--- config.mk ---
export PLATFORM = sky130hd
export DESIGN_NAME = tpr_front
export DESIGN_NICKNAME = d
export VERILOG_FILES = /design/src/hdl/tile_plane_pixel_renderer_assert.svh /design/src/hdl/tpr_pkg.sv /design/src/hdl/tpr_front.sv
export SDC_FILE = /design/constraint.sdc
export NUM_CORES = 1
export LEC_CHECK = 0
export ABC_CLOCK_PERIOD_IN_PS = 9100
export BUFFER_PORTS_ARGS = -buffer_cell sky130_fd_sc_hd__buf_2
export CORE_MARGIN = 10
export CORE_UTILIZATION = 45
export DETAILED_ROUTE_END_ITERATION = 16
export PLACE_DENSITY_LB_ADDON = 0.12
export SETUP_SLACK_MARGIN = 0.02
export SLEW_MARGIN = 10
export SYNTH_ARGS = -nofsm -noshare
export SYNTH_HDL_FRONTEND = slang
export SYNTH_SLANG_ARGS = --single-unit
--- constraint.sdc ---
create_clock -name vclk -period 9.1
set_input_delay 0.455 -clock vclk [all_inputs]
set_output_delay 0.455 -clock vclk [all_outputs]
set_load 0.01 [all_outputs]
--- src/hdl/tile_plane_pixel_renderer_assert.svh ---
// Assertion macros for the tile-plane pixel renderer.
// Expects clk_i and rst_ni in the scope where a macro is used.
`ifndef TILE_PLANE_PIXEL_RENDERER_ASSERT_SVH
`define TILE_PLANE_PIXEL_RENDERER_ASSERT_SVH

`ifndef ASSERT_OFF
`define TPR_ASSERT(name, prop) name: assert property (@(posedge clk_i) disable iff (!rst_ni) \
  (prop)) else $error("tile plane renderer: property failed");
`define TPR_ASSERT_NEVER(name, cond) name: assert property (@(posedge clk_i) \
  disable iff (!rst_ni) !(cond)) else $error("tile plane renderer: forbidden condition");
`else
`define TPR_ASSERT(name, prop)
`define TPR_ASSERT_NEVER(name, cond)
`endif

`endif

--- src/hdl/tpr_pkg.sv ---
// Shared types, codes and helper functions of the tile-plane pixel renderer.
// No dependencies; imported by every module of the block except tpr_ram.
package tpr_pkg;

  typedef enum logic [1:0] {
    OP_RENDER  = 2'd0,
    OP_PALETTE = 2'd1,
    OP_PATTERN = 2'd2,
    OP_NAME    = 2'd3
  } op_e;

  localparam logic [1:0] SRC_BACKDROP = 2'd0;
  localparam logic [1:0] SRC_BG       = 2'd1;
  localparam logic [1:0] SRC_FG       = 2'd2;

  localparam logic CFG_PLANE_WIDTH = 1'b0;
  localparam logic CFG_BACKDROP    = 1'b1;

  localparam logic [6:0]  PLANE_WIDTH_RESET = 7'd40;
  localparam logic [23:0] BACKDROP_RESET    = 24'h00AAAA;

  localparam int PAL_DEPTH   = 64;
  localparam int QUEUE_DEPTH = 2;
  localparam int CELL_IDX_W  = 13;
  localparam int EFF_W_W     = 8;

  // One classified item as it travels from the front to the back.
  typedef struct packed {
    op_e         op;
    logic        hit;        // write in range, or pixel inside the plane
    logic        plane_sel;
    logic [15:0] addr;       // write address, or cell index for a render
    logic [15:0] data;
    logic [2:0]  px;
    logic [2:0]  py;
  } item_t;

  typedef struct packed {
    logic clearing;
    logic busy;
  } back_status_t;

  typedef struct packed {
    logic [15:0] addr;
    logic        odd;
    logic [1:0]  row;
  } fetch_t;

  // Cell word layout: priority, palette row (2), vflip, hflip, tile (11).
  function automatic fetch_t plane_fetch(logic [15:0] word, logic [2:0] px,
                                         logic [2:0] py);
    fetch_t     f;
    logic [2:0] fx;
    logic [2:0] fy;
    fx     = word[11] ? ~px : px;
    fy     = word[12] ? ~py : py;
    f.addr = {word[10:0], fy, fx[2:1]};
    f.odd  = fx[0];
    f.row  = word[14:13];
    return f;
  endfunction

  function automatic logic [8:0] pal_pack(logic [15:0] data);
    return {data[11:9], data[7:5], data[3:1]};
  endfunction

  function automatic logic [23:0] pal_to_rgb(logic [8:0] p);
    return {p[2:0], 5'd0, p[5:3], 5'd0, p[8:6], 5'd0};
  endfunction

endpackage

--- src/hdl/tpr_front.sv ---
// Front end: decodes an incoming beat and classifies it for the back end.
// Depends on tpr_pkg for the item layout and operation codes.
module tpr_front #(
  parameter int PLANE_ROWS     = 28,
  parameter int MAX_PLANE_COLS = 64,
  parameter int PATTERN_BYTES  = 65536,
  parameter int NAME_DEPTH     = 1792
) (
  input  logic [6:0]     plane_width_i,
  input  logic [1:0]     operation_i,
  input  logic           plane_select_i,
  input  logic [15:0]    address_i,
  input  logic [15:0]    write_data_i,
  input  logic [8:0]     pixel_x_i,
  input  logic [7:0]     pixel_y_i,
  output tpr_pkg::item_t item_o
);
  import tpr_pkg::*;

  localparam logic [EFF_W_W-1:0] MaxW     = EFF_W_W'(MAX_PLANE_COLS);
  localparam logic [6:0]         RowsEnd  = 7'(PLANE_ROWS);
  localparam logic [16:0]        PatEnd   = 17'(PATTERN_BYTES);
  localparam logic [16:0]        NameEnd  = 17'(NAME_DEPTH);

  logic [EFF_W_W-1:0]    w_raw;
  logic [EFF_W_W-1:0]    w_eff;
  logic [5:0]            cx;
  logic [4:0]            cy;
  logic                  in_plane;
  logic [CELL_IDX_W-1:0] cell_idx;
  op_e                   op;

  assign w_raw = {1'b0, plane_width_i};
  // A zero width acts as one cell; anything wider than the store is capped.
  assign w_eff = (plane_width_i == 7'd0) ? EFF_W_W'(1) :
                 (w_raw > MaxW) ? MaxW : w_raw;
  assign cx       = pixel_x_i[8:3];
  assign cy       = pixel_y_i[7:3];
  assign in_plane = ({2'b00, cx} < w_eff) && ({2'b00, cy} < RowsEnd);
  assign cell_idx = CELL_IDX_W'(cy) * CELL_IDX_W'(w_eff) + CELL_IDX_W'(cx);
  assign op       = op_e'(operation_i);

  always_comb begin
    item_o.op        = op;
    item_o.plane_sel = plane_select_i;
    item_o.addr      = address_i;
    item_o.data      = write_data_i;
    item_o.px        = pixel_x_i[2:0];
    item_o.py        = pixel_y_i[2:0];
    item_o.hit       = 1'b0;
    unique case (op)
      OP_RENDER: begin
        item_o.hit  = in_plane;
        item_o.addr = in_plane ? 16'(cell_idx) : 16'd0;
      end
      OP_PALETTE: item_o.hit = (address_i[15:6] == 10'd0);
      OP_PATTERN: item_o.hit = ({1'b0, address_i} < PatEnd);
      OP_NAME:    item_o.hit = ({1'b0, address_i} < NameEnd);
      default:    item_o.hit = 1'b0;
    endcase
  end

endmodule

Word-level counts from Yosys, hierarchy flattened. Cells that the tools add are included. Widths: inputs -> output; s select.

Logic and storage cells: 18. Input port bits: 59. Bits in registers: 0. Output and inout port bits: 42.

Magnitude comparators: 4. Reduce and logical (&&, ||, !) cells: 4. Eq/ne operators: 3. Multiplexer cells: 5. $add $sub $neg: 1. $mul: 1.

Operators with widths (number): $lt 16x11->1 const B (1); $mux 16 (1); $mux 7 (2); $add 12x6->13 (1); $mux 13 (1); $mul 5x7->12 (1); $logic_not 10->1 (1); $gt 7x7->1 const B (1); $logic_not 7->1 (1); $lt 6x7->1 (1); $lt 5x5->1 const B (1); $eq 2x2->1 const B (2); $pmux 1 s4 (1); $eq 2x1->1 const B (1); $logic_not 2->1 (1); $logic_and 1x1->1 (1).

Longest topological paths before layout.
Word-level depth: 7. Gate-level depth with buffers: 16. Gate-level depth less buffers: 16.

Worst setup path before layout. Ideal clock, no wire load.

Path type: input port to output port. Start point: input plane_width_i[6]. End point: output item_o[32] (netlist bit). Data required time: 8.645 ns. Arrival: 4.171 ns. Setup slack: 4.474 ns. Buffers on the path: 1. Stages on the path: 14. Cell sequence: buf_1 -> nor2b_1 -> and2_1 -> fa_1 -> fa_1 -> inv_1 -> fa_1 -> inv_1 -> ha_1 -> a21oi_1 -> nor2b_1 -> a311o_1 -> a311o_1 -> a32o_1.

RTL lines: from (decl) (RTL line tpr_front.sv:9) `input logic [6:0] plane_width_i,`; to (decl) (RTL line tpr_front.sv:16) `output tpr_pkg::item_t item_o`.

==> flow_metrics.tcl <==
set metrics [dict create \
    status "finished, final reports clean" \
    finalSetupTns_ps 0 \
    worst-setup-path-type "input pin to output port" \
    fin_ws_ps 4030 \
    hold_slack_ps 910 \
    drv_cap 0 \
    synth_mux_area_share_pct 0.519 \
    min_path_cells 0 \
    fmax_ghz 0.197 \
    grt_pass1_wl_mm 7.27 \
    leakagePower_uw 0.00117 \
    final_common_cell "buf_2" \
    final_cell_mix "55 x buf_2, 45 x inv_1, 29 x ha_1" \
    drive_gt1_share_pct 21.2 \
    irDropWorstVdd_v 0.0000281 \
    min_path_type "input pin to output port" \
    first_pass_iters 4 \
    fin_crit_ps 5070 \
    final_cell_count_no_fill 319 \
    insertedDiodeCount 0 \
    track_usage_pct 11.2 \
    rows 23 \
    busiest_layer "met2" \
    synth_top_family_by_area "adder cells" \
    io_pins 101 \
    grt_max_degree 18 \
    post-cts-setup-buffer-count 0 \
    pre_cts_slack_ps 4010 \
    arrival_ps 4610 \
    fp.dieH_microns 85.4 \
    crit_fanout 5 \
    place_inst 319 \
    start_util_pct 47.5 \
    cts.hold.buffers_added 0 \
    gp_congestion 0.844 \
    via_per_inst 5.08 \
    wirelength_mm 4.36 \
    grt_pass1_vias 1602 \
    cts-resized-gates 0 \
    io_buffers 55 \
    p_total_uw 138 \
    clock_buffers 0 \
    syn_area_per_cell_sq_um 7.93 \
    yosysWarningCount 0 \
    synthXorXnorAreaFrac_pct 2.27 \
    layout.nets 380 \
    use_met2_pct 20.3 \
    period_share_pct 55.7 \
    tightest_slew_ps 618 \
    cellPowerDensity_nw_per_um2 67.2 \
    seq_cells 0 \
    synthCells 243 \
    antenna_found_initial 0 \
    dp_hpwl_mm 3.89 \
    drc 0 \
    relSlewSlack_pct 58.7 \
    synth-compound-area-share_pct 17.5 \
    coreArea_sq_um 4060 \
    syn_area_sq_um 1930 \
    cp.required_ps 8650 \
    die_w_microns 85.4 \
    grt_remaining_overflow 0 \
    seq_area_sq_um 0 \
    syn-num-nets 352 \
    endpoint_kind "output port" \
    synthSimpleGateAreaFrac_pct 19.5 \
    use_met1_pct 14.4 \
    antenna_left 0 \
    ys_types 38 \
    routedWlPerCell_microns 13.7 \
    synthAdderAreaFrac_pct 40.6 \
    vias 1620 \
    finalHoldViolCount 0 \
    setup_violations 0 \
    cp-start-kind "input pin" \
    drt_iter0_drc 50 \
    dieArea_sq_um 7300 \
    rsz0062_at_grt "no" \
    ys_seq_area_share_pct 0 \
    slew_viol_final 0 \
    syn_to_final_growth_pct 6.75 \
    grt_use_met3_pct 1.43 \
]
power by group:
part | switching (uW) | internal [uW]
combinational | 75.9 | 62.2
clock | 0 | 0
sequential | 0 | 0
synthesized netlist by cell type (2+ instances only):
master / number / area (sq um)
a21o_1: 4 / 30.0
nor2_1: 5 / 18.8
a211o_1: 2 / 17.5
a211oi_1: 2 / 15.0
inv_1: 45 / 169
nor3_1: 3 / 15.0
a21oi_1: 10 / 50.1
and3_1: 4 / 25.0
o21ai_0: 4 / 20.0
fa_1: 21 / 420
a32o_1: 2 / 20.0
buf_4: 26 / 195
and2_1: 26 / 163
ha_1: 29 / 363
nor2b_1: 7 / 43.8
nand2_1: 15 / 56.3
a22o_1: 10 / 87.6
xor2_1: 4 / 35.0
a311o_1: 2 / 20.0
o21ai_1: 2 / 10.0
nor4_1: 2 / 12.5
nand3_1: 2 / 10.0
final cells by class:
type               instances  area [sq um]
inverters                 45           169
fillers                  405          2000
multi-input cells        169          1550
repair buffers            55           275
well taps                 50          62.6
final timing paths:
check | startpoint | end | slack [ps]
worst max-delay path | plane_width_i[2] | item_o[32] | 4030
worst min-delay path | write_data_i[5] | item_o[11] | 910
per-layer routing:
metal | up-vias | share of wire, %
li1 | 829 | -
met1 | 767 | 44
met2 | 24 | 52
met3 | 0 | 4.1
met4 | 0 | 0
met5 | - | 0
kinds of logic (layout without fill, tap and decap cells):
group	Yosys count	in the layout
xor gates and xnor gates	5	5
adders and majority gates	50	50
buffers and inverters	74	100
and+or+nand+nor	68	68
AOI/OAI and AO/OA	45	45
muxes	1	1
per-stage QoR:
step | util [%] | cell area, sq um
after floorplan | - | 1930
after global placement | 50.7 | 2060
after detailed placement | 50.7 | 2060
after CTS | 50.7 | 2060
after global routing | 50.7 | 2060
final | 50.7 | 2060
critical path, stage by stage:
cell     delay [ps]
buf_2           100
nor3_1          230
a21oi_1         110
nor2_1          270
nand2_1         130
fa_1            520
fa_1            520
fa_1            540
inv_1            40
ha_1            350
a21oi_2         130
nor2b_1          70
a311o_1         400
a311o_1         370
a32o_1          250
buf_2           140
No activity file was read; power rests on OpenSTA's default activity.
