$ cat config.mk
export PLATFORM = sky130hd
export DESIGN_NAME = tpr_fifo
export DESIGN_NICKNAME = d
export VERILOG_FILES = /design/src/hdl/tile_plane_pixel_renderer_assert.svh /design/src/hdl/tpr_pkg.sv /design/src/hdl/tpr_fifo.sv
export SDC_FILE = /design/constraint.sdc
export NUM_CORES = 1
export LEC_CHECK = 0
export BUFFER_PORTS_ARGS = -buffer_cell sky130_fd_sc_hd__clkbuf_2
export CELL_PAD_IN_SITES_DETAIL_PLACEMENT = 1
export CELL_PAD_IN_SITES_GLOBAL_PLACEMENT = 1
export CORE_MARGIN = 3
export CORE_UTILIZATION = 44
export CTS_CLUSTER_DIAMETER = 50
export DETAILED_ROUTE_END_ITERATION = 6
export PLACE_DENSITY = 0.81
export SLEW_MARGIN = 20
export SYNTH_ARGS = -nofsm -noshare
export SYNTH_HDL_FRONTEND = slang
export SYNTH_SLANG_ARGS = --single-unit
$ cat constraint.sdc
create_clock -name clk_i -period 3.65 [get_ports clk_i]
set_input_delay 0.5475 -clock clk_i [delete_from_list [all_inputs] [get_ports clk_i]]
set_output_delay 0.5475 -clock clk_i [all_outputs]
set_load 0.05 [all_outputs]
$ cat src/hdl/tile_plane_pixel_renderer_assert.svh
// Assertion macros for the tile-plane pixel renderer.
// Expects clk_i and rst_ni in the scope where a macro is used.
`ifndef TILE_PLANE_PIXEL_RENDERER_ASSERT_SVH
`define TILE_PLANE_PIXEL_RENDERER_ASSERT_SVH

`ifndef ASSERT_OFF
`define TPR_ASSERT(name, prop) name: assert property (@(posedge clk_i) disable iff (!rst_ni) \
  (prop)) else $error("tile plane renderer: property failed");
`define TPR_ASSERT_NEVER(name, cond) name: assert property (@(posedge clk_i) \
  disable iff (!rst_ni) !(cond)) else $error("tile plane renderer: forbidden condition");
`else
`define TPR_ASSERT(name, prop)
`define TPR_ASSERT_NEVER(name, cond)
`endif

`endif

$ cat src/hdl/tpr_pkg.sv
// Shared types, codes and helper functions of the tile-plane pixel renderer.
// No dependencies; imported by every module of the block except tpr_ram.
package tpr_pkg;

  typedef enum logic [1:0] {
    OP_RENDER  = 2'd0,
    OP_PALETTE = 2'd1,
    OP_PATTERN = 2'd2,
    OP_NAME    = 2'd3
  } op_e;

  localparam logic [1:0] SRC_BACKDROP = 2'd0;
  localparam logic [1:0] SRC_BG       = 2'd1;
  localparam logic [1:0] SRC_FG       = 2'd2;

  localparam logic CFG_PLANE_WIDTH = 1'b0;
  localparam logic CFG_BACKDROP    = 1'b1;

  localparam logic [6:0]  PLANE_WIDTH_RESET = 7'd40;
  localparam logic [23:0] BACKDROP_RESET    = 24'h00AAAA;

  localparam int PAL_DEPTH   = 64;
  localparam int QUEUE_DEPTH = 2;
  localparam int CELL_IDX_W  = 13;
  localparam int EFF_W_W     = 8;

  // One classified item as it travels from the front to the back.
  typedef struct packed {
    op_e         op;
    logic        hit;        // write in range, or pixel inside the plane
    logic        plane_sel;
    logic [15:0] addr;       // write address, or cell index for a render
    logic [15:0] data;
    logic [2:0]  px;
    logic [2:0]  py;
  } item_t;

  typedef struct packed {
    logic clearing;
    logic busy;
  } back_status_t;

  typedef struct packed {
    logic [15:0] addr;
    logic        odd;
    logic [1:0]  row;
  } fetch_t;

  // Cell word layout: priority, palette row (2), vflip, hflip, tile (11).
  function automatic fetch_t plane_fetch(logic [15:0] word, logic [2:0] px,
                                         logic [2:0] py);
    fetch_t     f;
    logic [2:0] fx;
    logic [2:0] fy;
    fx     = word[11] ? ~px : px;
    fy     = word[12] ? ~py : py;
    f.addr = {word[10:0], fy, fx[2:1]};
    f.odd  = fx[0];
    f.row  = word[14:13];
    return f;
  endfunction

  function automatic logic [8:0] pal_pack(logic [15:0] data);
    return {data[11:9], data[7:5], data[3:1]};
  endfunction

  function automatic logic [23:0] pal_to_rgb(logic [8:0] p);
    return {p[2:0], 5'd0, p[5:3], 5'd0, p[8:6], 5'd0};
  endfunction

endpackage

$ cat src/hdl/tpr_fifo.sv
// Short item queue between the front end and the back end.
// Depends on tpr_pkg for the item type.
module tpr_fifo #(
  parameter int DEPTH = 2
) (
  input  logic           clk_i,
  input  logic           rst_ni,
  input  logic           push_i,
  input  tpr_pkg::item_t item_i,
  input  logic           pop_i,
  output tpr_pkg::item_t item_o,
  output logic           empty_o,
  output logic           full_o
);
  import tpr_pkg::*;

  localparam int AW   = (DEPTH > 1) ? $clog2(DEPTH) : 1;
  localparam int CNTW = $clog2(DEPTH + 1);
  localparam logic [AW-1:0]   Last = AW'(DEPTH - 1);
  localparam logic [CNTW-1:0] Full = CNTW'(DEPTH);

  item_t           mem_q [DEPTH];
  logic [AW-1:0]   wr_ptr_q, wr_ptr_d;
  logic [AW-1:0]   rd_ptr_q, rd_ptr_d;
  logic [CNTW-1:0] cnt_q, cnt_d;

  always_comb begin
    wr_ptr_d = wr_ptr_q;
    rd_ptr_d = rd_ptr_q;
    cnt_d    = cnt_q;
    if (push_i) begin
      wr_ptr_d = (wr_ptr_q == Last) ? '0 : wr_ptr_q + AW'(1);
    end
    if (pop_i) begin
      rd_ptr_d = (rd_ptr_q == Last) ? '0 : rd_ptr_q + AW'(1);
    end
    if (push_i && !pop_i) begin
      cnt_d = cnt_q + CNTW'(1);
    end else if (pop_i && !push_i) begin
      cnt_d = cnt_q - CNTW'(1);
    end
  end

  always_ff @(posedge clk_i or negedge rst_ni) begin
    if (!rst_ni) begin
      wr_ptr_q <= '0;
      rd_ptr_q <= '0;
      cnt_q    <= '0;
    end else begin
      wr_ptr_q <= wr_ptr_d;
      rd_ptr_q <= rd_ptr_d;
      cnt_q    <= cnt_d;
    end
  end

  always_ff @(posedge clk_i) begin
    if (push_i) begin
      mem_q[wr_ptr_q] <= item_i;
    end
  end

  assign item_o  = mem_q[rd_ptr_q];
  assign empty_o = (cnt_q == '0);
  assign full_o  = (cnt_q == Full);

endmodule

[Word-level counts from Yosys, hierarchy flattened]
Memory sizes are Yosys's and may differ from the RTL's.
Index checks and enable logic that the tools add are counted.
Cells by class
  reductions and logical operators: 6
  equal/unequal tests: 1
  add/subtract/negate cells: 4
  mux-type cells: 6
Operators by type and width (number)
  $mux W1: 4
  $mux W2: 2
  $add A1 B1 Y1 const B: 2
  $add A2 B1 Y2 const B: 1
  $eq A2 B2 Y1 const B: 1
  $logic_and A1 B1 Y1: 2
  $logic_not A1 Y1: 2
  $logic_not A2 Y1: 1
  $reduce_bool A2 Y1: 1
  $sub A2 B1 Y2 const B: 1
Word-level totals
  word-level logic and storage cells: 21
  register bits after elaboration: 4
  memory bits (writable): 84
  bits of input ports: 46
  memories kept: 1
Memory list
  mem_q: depth 2, width 42, rd ports 1, clocked after Yosys merged registers in 0, write ports 1, RTL line tpr_fifo.sv:22  | item_t mem_q [DEPTH];

[Logic depth before layout (Yosys ltp)]
Gate-level depths: netlist of run 1.
  depth after elaboration: 4
  gate-level depth with buffers: 5
  gate-level depth less buffers: 5

[Worst setup path after synthesis of run 1]
OpenSTA, ideal clock, no wires.
  path kind: input-to-reg
  from: input port push_i
  to: memory mem_q[0][0] (netlist bit), enable pin
  cell stages on the path: 1
  arrival: 2.422 ns
  required time: 3.204 ns
  setup time: 0.446 ns
  path slack: 0.781 ns
  path through: nor2b_1
On the way
  longest elaborated chain between the ends: 2
RTL lines
  start: declaration: RTL line tpr_fifo.sv:8  | input logic push_i,
  $mux W1: RTL line tpr_fifo.sv:57  | if (push_i) begin
  $mux W1 (not written as such): RTL line tpr_fifo.sv:58  | mem_q[wr_ptr_q] <= item_i;
  end: declaration: RTL line tpr_fifo.sv:22
Every way passes these cells.

==> key figures, run 1 <==
Detailed routing
  • Via count: 1,678
  • DR pass1 iterations: 4
  • Initial DRC count: 102
  • Antenna viol nets, final: 0
  • WL/cell: 17.10 µm
  • Drt total wl: 5984 µm
  • Vias per inst: 4.794
  • Post-route DRC violation count: 0

Floorplan
  • Die height: 94.16 µm
  • Die X: 94.16 µm
  • Die area: 8865 µm²
  • Row count: 31
  • Core Area: 7408 µm²
  • Initial Util: 46.16%
  • I/O pin count: 90

STA
  • Post-route worst setup slack: 1.015 ns
  • Worst Tran Pin Value: 0.7297 ns
  • RSZ-0062 raised after global routing: no
  • Total negative slack: 0 ns
  • Pins Over Slew Limit: 0
  • Ratio of final minimum period to clock period: 72.18%
  • Post-layout min period: 2.635 ns
  • Worst Skew: 0.005551 ns
  • Final setup viols: 0
  • Slew Limit Headroom: 51.25%
  • Hold violation count in the final report: 0
  • Achievable Freq: 379.6 MHz

CTS
  • Setup bufs post-CTS: 0
  • Num CTS Buffers: 9
  • H-tree level count: 3
  • Post-CTS resize count: 0
  • CTS Sinks: 88
  • Hold_buf cts: 1
  • Clock slew at reported path FFs: 0.09 ns
  • CTS tree: done
  • Max Buffers Root-to-Sink: 2
  • Skew-Pair Late Insertion Delay: 0.34 ns
  • Clock root buffer: clkbuf_8

Critical path
  • CP Max Fanout: 22
  • Required time worst endpoint: 3.10 ns
  • R2R Path End: mem_q[0][20]
  • CP Launch Point: rd_ptr_q
  • CP Class: reg2out
  • Setup crit end kind: primary output
  • Data arrival, critical path: 2.09 ns
  • Element type at the critical path start: register
  • FF-to-FF path depth: 2
  • R2R setup slack: 1.94 ns
  • Critical R2R Launch: wr_ptr_q

Synthesis
  • Complex-gate fraction of the synthesized area: 0%
  • Yosys warning count: 0
  • Post-Syn Instances: 147
  • Post-Syn Area per Cell: 23.26 µm²
  • Synthesized area: 3420 µm²
  • Seq/Total Area, Yosys: 76.69%
  • Largest family of logic cells by synthesized area: multiplexers
  • Netlist cell types: 13
  • Simple-gate share of the synthesized area: 0.7684%
  • Multiplexer share of the synthesized area: 18.11%
  • Post-Synth XOR/XNOR Area: 1.281%
  • Register bit total from synthesis: 88
  • Synth Area in Adders: 0.3659%
  • Net Count, Synth: 194

Global routing
  • Grt peak-use layer: met2
  • Vias in the first global route: 1,866
  • Initial antenna violation count: 0
  • Grt ovf: 0
  • Met1 GRT Util: 18.07%
  • Largest net degree at the start of global routing: 43
  • Routing usage on met3: 5.529%
  • GRT met2 Usage: 22.75%
  • First-pass GRT wire length: 9473 µm
  • All-Layer GR Usage: 14.64%

Placed design
  • Post-DP HPWL: 3979 µm
  • Setup WS pre-CTS: 1.377 ns
  • Gpl congestion: 0.6622
  • I/O Buffers: 89

Min path
  • Min-Delay Path Class: in2reg
  • Worst Hold Endpoint: mem_q[1][35]
  • Hold path start: item_i[35]
  • Hold Crit Depth: 1

Power
  • Leak: 1.719 nW
  • Power Density: 911.3 nW/µm²
  • Peak supply drop: 382.0 µV

Status
  • Outcome: finished clean

Cells and area
  • # nets final: 293
  • Reg area: 2624 µm²
  • # diodes: 0
  • Filler cells: 704
  • Layout area overhead: 21.99%
  • Share of cells above drive strength 1: 60.56%
  • Area of the multi-input gates: 711.9 µm²

Run
  • Max Cap Viol: 0
## synthesized netlist by cell type
cell      count  area share [%]
inv_1         1            0.11
and2_1        1            0.18
ha_1          1            0.37
mux2_2        3            0.99
dfrtp_1       4             2.9
buf_12        4             2.3
nor2b_1       2            0.37
xnor2_1       1            0.26
buf_6         1            0.33
xor2_1        4             1.0
nor2_1        2            0.22
mux2_4       39              17
edfxtp_1     84              74
## per-stage QoR
step	utilization [%]	instances	cell area (µm²)	total power, mW	hold WS, ns
after CTS	56.29	350	4170	3.859	0.3609
after global routing	56.31	350	4172	3.973	0.3687
final	56.31	350	4172	3.802	0.3892
after floorplan	-	147	3420	2.874	0.2519
after global placement	53.22	333	3943	3.100	0.3578
after detailed placement	53.22	333	3943	3.125	0.3608
## power by group
group	leakage, nW	internal (mW)	switching (mW)
registers	0.834	1.34	0.135
clock network	0.108	0.387	0.329
logic	0.778	0.528	1.08
total	1.72	2.26	1.54
## worst max path at each step
stage                        endpoint  slack, ns  depth (start not counted)
after global placement     item_o[26]       1.38                          3
after floorplan           mem_q[0][0]       0.78                          1
after global routing       item_o[25]       0.90                          3
final                      item_o[25]       1.02                          3
after CTS                  item_o[25]       0.97                          3
after detailed placement   item_o[25]       1.38                          3
## layout by cell type (no fill, tap or decap), types with 2 or more instances in the layout
cell type	n
mux2_4	39
edfxtp_1	84
dfrtp_1	3
bufinv_16	2
clkbuf_8	9
xor2_1	4
buf_4	2
clkbuf_2	89
mux2_2	3
inv_6	2
nor2_1	2
## registers in the layout (all words and copies together), names as in the netlist
register	flops
cnt_q	2
wr_ptr_q	1
mem_q	84
rd_ptr_q	1
## routing by layer
| layer | vias up | wire, µm |
|---|---|---|
| li1 | 769 | - |
| met5 | - | 0 |
| met2 | 79 | 2854 |
| met1 | 820 | 2363 |
| met3 | 10 | 662 |
| met4 | 0 | 105 |
## critical path, stage by stage (launching register included)
cell	delay, ns
dfrtp_2	0.85
buf_12	0.29
mux2_2	0.36
clkbuf_2	0.24
## area by class of cell
type / instances / share of cell area [%]
sequential: 88 / 62.90
multi-input combinational: 53 / 17.07
timing repair buffer: 93 / 11.76
clock buffer: 9 / 2.969
tap: 99 / 2.969
clock inverter: 7 / 2.250
inverter: 1 / 0.08998
## logic make-up (layout without fill, tap and decap cells)
logic type,after synthesis,in the layout
xor gates and xnor gates,5,5
adders and majority gates,1,1
buffers and inverters,6,110
DFF,88,88
muxes,42,42
and+or+nand+nor,5,5
(Power assumes the default switching activity.)
==> run 2, diff against run 1 <==
CORE_UTILIZATION = 40   (was 44)
PLACE_DENSITY = 0.78   (was 0.81)
clock period = 2.2 ns   (was 3.65 ns; I/O delays follow)
==> run 2 against run 1 <==
Clock power up 86%. Utilization down 4.8 points. Die area up 9.4%. Critical endpoint is now item_o[19]. First-iteration DRC count down 74%. Design area up 1.9%. Count of clock-buffer cells in the layout unchanged.
==> key figures, run 2 (synthesis results as in run 1) <==
Status
  • Outcome: finished clean

STA
  • Worst Tran Pin Value: 0.4530 ns (-0.2767 ns)
  • Pins Over Slew Limit: 0 (unchanged)
  • Worst Skew: 0.008702 ns (+0.003151 ns)
  • Post-layout min period: 2.013 ns
  • Final setup viols: 0 (unchanged)
  • Achievable Freq: 496.7 MHz
  • Ratio of final minimum period to clock period: 91.52%
  • Total negative slack: 0 ns (unchanged)
  • Slew Limit Headroom: 69.74% (+18 points)
  • RSZ-0062 raised after global routing: no
  • Hold violation count in the final report: 0 (unchanged)

Critical path
  • CP Launch Point: rd_ptr_q
  • Data arrival, critical path: 1.68 ns (-0.41 ns)
  • Required time worst endpoint: 1.87 ns (-1.23 ns)
  • FF-to-FF path depth: 2 (unchanged)
  • R2R Path End: mem_q[0][11]
  • CP Class: reg2out
  • Setup crit end kind: primary output
  • R2R setup slack: 0.79 ns (-1.15 ns)
  • Critical R2R Launch: wr_ptr_q
  • CP Max Fanout: 20 (-9.1%)
  • End of the critical path: item_o[19]
  • Element type at the critical path start: register

Detailed routing
  • Antenna viol nets, final: 0 (unchanged)
  • DR pass1 iterations: 4 (unchanged)
  • Drt total wl: 6116 µm (+2.2%)
  • Initial DRC count: 27 (-74%)
  • WL/cell: 17.08 µm (about the same)
  • Post-route DRC violation count: 0 (unchanged)
  • Vias per inst: 4.601 (-4.0%)
  • Via count: 1,647 (-1.8%)

Cells and area
  • Largest Register: mem_q
  • Fin cells: 358 (+2.3%)
  • Share of cells above drive strength 1: 61.26% (+0.71 points)
  • Commonest non-fill, non-tap cell in the layout: clkbuf_2
  • Layout area overhead: 24.30%
  • # diodes: 0 (unchanged)
  • # nets final: 295 (+0.68%)
  • Largest regs: mem_q (84), cnt_q (2)
  • Max reg flops: 84 (unchanged)
  • Commonest non-fill, non-tap cells in the layout: 89 x clkbuf_2, 84 x edfxtp_1, 39 x mux2_4, 9 x clkbuf_8, 4 x xor2_1

Power
  • Power Density: 1524 nW/µm² (+67%)
  • Leak: 1.750 nW (+1.8%)
  • Peak supply drop: 540.7 µV (+42%)

Global routing
  • Initial antenna violation count: 0 (unchanged)
  • Vias in the first global route: 1,845 (-1.1%)
  • All-Layer GR Usage: 13.06% (-1.6 points)
  • First-pass GRT wire length: 9563 µm (+0.95%)
  • Largest net degree at the start of global routing: 36 (-16%)
  • Grt ovf: 0 (unchanged)

CTS
  • H-tree level count: 3 (unchanged)
  • Clock slew at reported path FFs: 0.09 ns (about the same)
  • Skew-Pair Late Insertion Delay: 0.33 ns (about the same)
  • CTS tree: done
  • Num CTS Buffers: 9 (unchanged)
  • CTS Sinks: 88 (unchanged)
  • Clock root buffer: clkbuf_8
  • Max Buffers Root-to-Sink: 2 (unchanged)

Floorplan
  • I/O pin count: 90 (unchanged)
  • Die area: 9694 µm² (+9.4%)
  • Row count: 33 (+6.5%)
  • Die height: 98.46 µm (+4.6%)
  • Initial Util: 41.41% (-4.7 points)
  • Core Area: 8258 µm² (+11%)
  • Die X: 98.46 µm (+4.6%)

Min path
  • Min-Delay Path Class: in2reg

Run
  • Max Cap Viol: 0 (unchanged)

Placed design
  • Post-Place Cells: 341 (+2.4%)
  • Gpl congestion: 0.6740 (+1.8%)
  • I/O Buffers: 89 (unchanged)
-- run 2: cell types whose count changed in the layout (fill, tap and decap cells not counted), sizes merged --
cell and delta:
buf +2, bufinv +1, clkinv -1
-- run 2: area by class of cell --
type                            instances  area [µm²]
Clock inverter                          7       126.4
Tap cell                              105       131.4
Clock buffer                            9       123.9
Timing Repair Buffer                   95       530.5
Sequential cell                        88        2624
Inverter                                1       3.754
Fill cell                             806        4008
Multi-Input combinational cell         53       710.7
-- run 2: where the power goes --
part / internal [mW] / switching, mW
clock: 0.768 / 0.561
sequential: 2.23 / 0.116
combinational: 0.913 / 1.89
total: 3.91 / 2.57
-- run 2: repair_timing --
item	CTS	global route
hold endpoints to repair	4	0
hold buffers	1	0
gates resized for setup	0	0
buffers inserted	0	0
-- run 2: critical path, cell delays in order (launching register included) --
cell and delay (ns):
dfrtp_2 0.40, buf_4 0.36, mux2_4 0.34, clkbuf_2 0.24
-- run 2: stage by stage --
| step | setup slack [ns] | util, % | power, mW | hold WS [ns] | cell area (µm²) |
|---|---|---|---|---|---|
| after floorplan | 0.2749 | - | 4.766 | 0.03441 | 3422 |
| after global placement | 0.5544 | 48.32 | 5.176 | 0.1437 | 3990 |
| after detailed placement | 0.5367 | 48.32 | 5.225 | 0.1443 | 3990 |
| after CTS | 0.1395 | 51.47 | 6.584 | 0.1525 | 4250 |
| after global routing | 0.1106 | 51.47 | 6.763 | 0.1565 | 4250 |
| final | 0.1865 | 51.47 | 6.476 | 0.1766 | 4250 |
-- run 2: how the worst min path moves through the flow --
stage	from	end	slack, ns	cells after the start
after floorplan	rst_ni	cnt_q[0]	0.03	0
after global routing	item_i[26]	mem_q[1][26]	0.16	1
after detailed placement	rst_ni	cnt_q[1]	0.14	1
after global placement	rst_ni	cnt_q[1]	0.14	1
after CTS	item_i[35]	mem_q[1][35]	0.15	1
final	item_i[36]	mem_q[1][36]	0.18	1
-- run 2: metal layers --
layer	track usage, %	routed length, µm	up-vias
met5	0	0	-
met4	5.357	54	0
met3	2.831	265	2
met2	24.49	3503	52
met1	14.17	2292	822
li1	-	-	771
==> run 3, diff against run 2 <==
ABC_AREA = 1   (was default)
==> run 3 against run 2 <==
Synthesized area up 0.59%. Clock power decreased by 12%. First-iteration DRC count up 85%. Register-to-register slack lost 0.11 ns. Total power shrank 2.9%. Count of clock-buffer cells in the layout rose by 1. Sequential share of layout area is 0.59 points higher. Utilization fell by 0.74 points. Highest routed layer unchanged. Fmax grew 0.45%. Critical path type unchanged. Sequential cell count unchanged. Hold slack got worse by 0.0017 ns.
==> key figures, run 3 <==
Status
  • Outcome: finished clean

Synthesis
  • Post-Syn Area per Cell: 22.05 µm² (-5.2%)
  • Netlist cell types: 14 (+1)
  • Area contributors post-synth: edfxtp_1 73%, mux2_4 17%, dfrtp_1 2.9%, buf_12 2.3%, mux2_2 0.98%
  • Cell taking the most area after synthesis: edfxtp_1
  • Seq/Total Area, Yosys: 76.25% (-0.45 points)
  • Yosys warning count: 0 (unchanged)
  • Top cell type's share of synthesized area: 73.34% (-0.43 points)
  • Post-Syn Instances: 156 (+6.1%)
  • Top-count cell post-synth: edfxtp_1
  • Commonest cells post-synth: 84 x edfxtp_1, 39 x mux2_4, 7 x inv_1, 5 x nand2_1
  • Synthesized area: 3440 µm² (+0.59%)
  • Net Count, Synth: 203 (+4.6%)
  • Top_reg_cell synth: edfxtp_1
  • Post-synth EDFFs: 84 (unchanged)
  • FFs w/ async S/R, synth: 4.545% (unchanged)
  • Register bit total from synthesis: 88 (unchanged)

STA
  • Worst Tran Pin Value: 0.5168 ns (+0.06384 ns)
  • Pins Over Slew Limit: 0 (unchanged)
  • Final setup viols: 0 (unchanged)
  • Post-layout min period: 2.005 ns (-0.008958 ns)
  • Achievable Freq: 498.9 MHz (+0.45%)
  • Ratio of final minimum period to clock period: 91.12% (-0.41 points)
  • Hold violation count in the final report: 0 (unchanged)
  • Worst Skew: 0.006091 ns (-0.002611 ns)
  • Worst hold slack: 0.1749 ns (-0.001684 ns)
  • Total negative slack: 0 ns (unchanged)
  • RSZ-0062 raised after global routing: no
  • Slew Limit Headroom: 65.46% (-4.3 points)

Min path
  • Worst Hold Endpoint: mem_q[0][34]
  • Hold Crit Depth: 1 (unchanged)
  • Hold path start: item_i[34]
  • Min-Delay Path Class: in2reg

Detailed routing
  • Post-route DRC violation count: 0 (unchanged)
  • WL/cell: 16.41 µm (-3.9%)
  • DR pass1 iterations: 4 (unchanged)
  • Initial DRC count: 50 (+85%)
  • Drt total wl: 6006 µm (-1.8%)
  • Antenna viol nets, final: 0 (unchanged)
  • Via count: 1,691 (+2.7%)
  • Vias per inst: 4.620 (+0.43%)

CTS
  • H-tree level count: 3 (unchanged)
  • Clock slew at reported path FFs: 0.08 ns (about the same)
  • Skew-Pair Late Insertion Delay: 0.34 ns (about the same)
  • CTS tree: done
  • Max Buffers Root-to-Sink: 2 (unchanged)
  • Num CTS Buffers: 9 (unchanged)
  • Clock root buffer: clkbuf_8
  • CTS Sinks: 88 (unchanged)
  • Post-CTS resize count: 0 (unchanged)

Global routing
  • Initial antenna violation count: 0 (unchanged)
  • Grt ovf: 0 (unchanged)
  • First-pass GRT wire length: 9515 µm (-0.50%)
  • Met1 GRT Util: 14.04% (-0.13 points)
  • GRT met2 Usage: 23.50% (-0.99 points)
  • Grt peak-use layer: met2
  • Routing usage on met3: 3.326% (+0.50 points)
  • All-Layer GR Usage: 12.89% (-0.17 points)
  • Vias in the first global route: 1,931 (+4.7%)
  • Largest net degree at the start of global routing: 44 (+22%)

Critical path
  • CP Max Fanout: 43 (+110%)
  • Critical R2R Launch: wr_ptr_q
  • R2R setup slack: 0.68 ns (-0.11 ns)
  • R2R Path End: mem_q[0][25]
  • CP Class: reg2out
  • FF-to-FF path depth: 2 (unchanged)
  • Setup crit end kind: primary output
  • Required time worst endpoint: 1.87 ns (about the same)
  • Element type at the critical path start: register
  • Data arrival, critical path: 1.67 ns (about the same)

Power
  • Pwr Total: 6.288 mW (-2.9%)
  • Peak supply drop: 561.3 µV (+3.8%)
  • Power Density: 1494 nW/µm² (-2.0%)
  • Leak: 1.746 nW (-0.22%)

Cells and area
  • Largest regs: mem_q (84), cnt_q (2)
  • Commonest non-fill, non-tap cells in the layout: 89 x clkbuf_2, 84 x edfxtp_1, 39 x mux2_4, 9 x clkbuf_8, 6 x inv_1
  • Fin cells: 366 (+2.2%)
  • Commonest non-fill, non-tap cell in the layout: clkbuf_2
  • Largest Register: mem_q
  • Share of cells above drive strength 1: 58.24% (-3.0 points)
  • # diodes: 0 (unchanged)
  • Filler cells: 796 (-1.2%)
  • Layout area overhead: 22.41%
  • Max reg flops: 84 (unchanged)
  • # nets final: 303 (+2.7%)

Placed design
  • Post-DP HPWL: 4224 µm
  • Post-Place Cells: 349 (+2.3%)
  • I/O Buffers: 89 (unchanged)
  • Gpl congestion: 0.6517 (-3.3%)

Floorplan
  • I/O pin count: 90 (unchanged)
  • Die X: 98.73 µm (+0.27%)
  • Initial Util: 41.44% (about the same)
  • Die height: 98.73 µm (+0.27%)
  • Die area: 9748 µm² (+0.55%)
  • Core Area: 8299 µm² (+0.50%)
  • Row count: 33 (unchanged)

Run
  • Max Cap Viol: 0 (unchanged)
[run 3: worst max-delay path by stage]
stage	cells after the start	to	start
3_5_place_dp	4	mem_q[0][29]	push_i
5_1_grt	3	item_o[26]	rd_ptr_q
3_3_place_gp	4	mem_q[0][25]	push_i
6_report	3	item_o[25]	rd_ptr_q
4_1_cts	3	item_o[26]	rd_ptr_q
2_1_floorplan	1	mem_q[0][0]	wr_ptr_q
[run 3: where the power goes]
group / total [mW] / internal, mW / switching, mW
Clock: 1.17 / 0.634 / 0.534
Combinational: 2.78 / 0.886 / 1.89
Sequential: 2.34 / 2.23 / 0.114
[run 3: worst max-delay path, stage by stage, from the launching register on]
cell and delay (ns):
dfrtp_2 0.38, buf_12 0.29, mux2_2 0.38, clkbuf_2 0.23
[run 3: cell families (layout without fill, tap and decap cells)]
kind of cell	after synthesis	count (layout)	synth area share, %
xor gates and xnor gates	3	3	0.7641
adders and majority gates	1	1	0.3637
buffers and inverters	12	117	3.420
DFF	88	88	76.25
muxes	42	42	18.01
and+or+nand+nor	10	10	1.200
[run 3: per-layer routing]
metal	vias to the layer above	wire length [µm]
met3	8	344
met1	838	2308
met5	-	0
met2	55	3272
li1	790	-
met4	0	81
[run 3: final cells by class]
cell class	instances	area, µm²	share of cell area (%)
Sequential cell	88	2624	62.32
Multi-Input combinational cell	56	706.9	16.79
Timing Repair Buffer	94	510.5	12.12
Inverter	7	26.28	0.6241
Clock inverter	6	83.83	1.991
Clock buffer	10	127.6	3.031
Tap cell	105	131.4	3.120
[run 3: what timing repair did]
action | CTS | global route
hold endpoints to repair | 4 | 0
hold buffers | 1 | 0
buffers inserted | 0 | 0
[run 3: through the flow]
step           worst slack [ns]  util, %  cell area, µm²
2_1_floorplan            0.2723        -            3442
3_3_place_gp             0.5689    48.06            3989
3_5_place_dp             0.5383    48.06            3989
4_1_cts                  0.1665    50.73            4210
5_1_grt                  0.1325    50.73            4210
6_report                 0.1955    50.73            4210
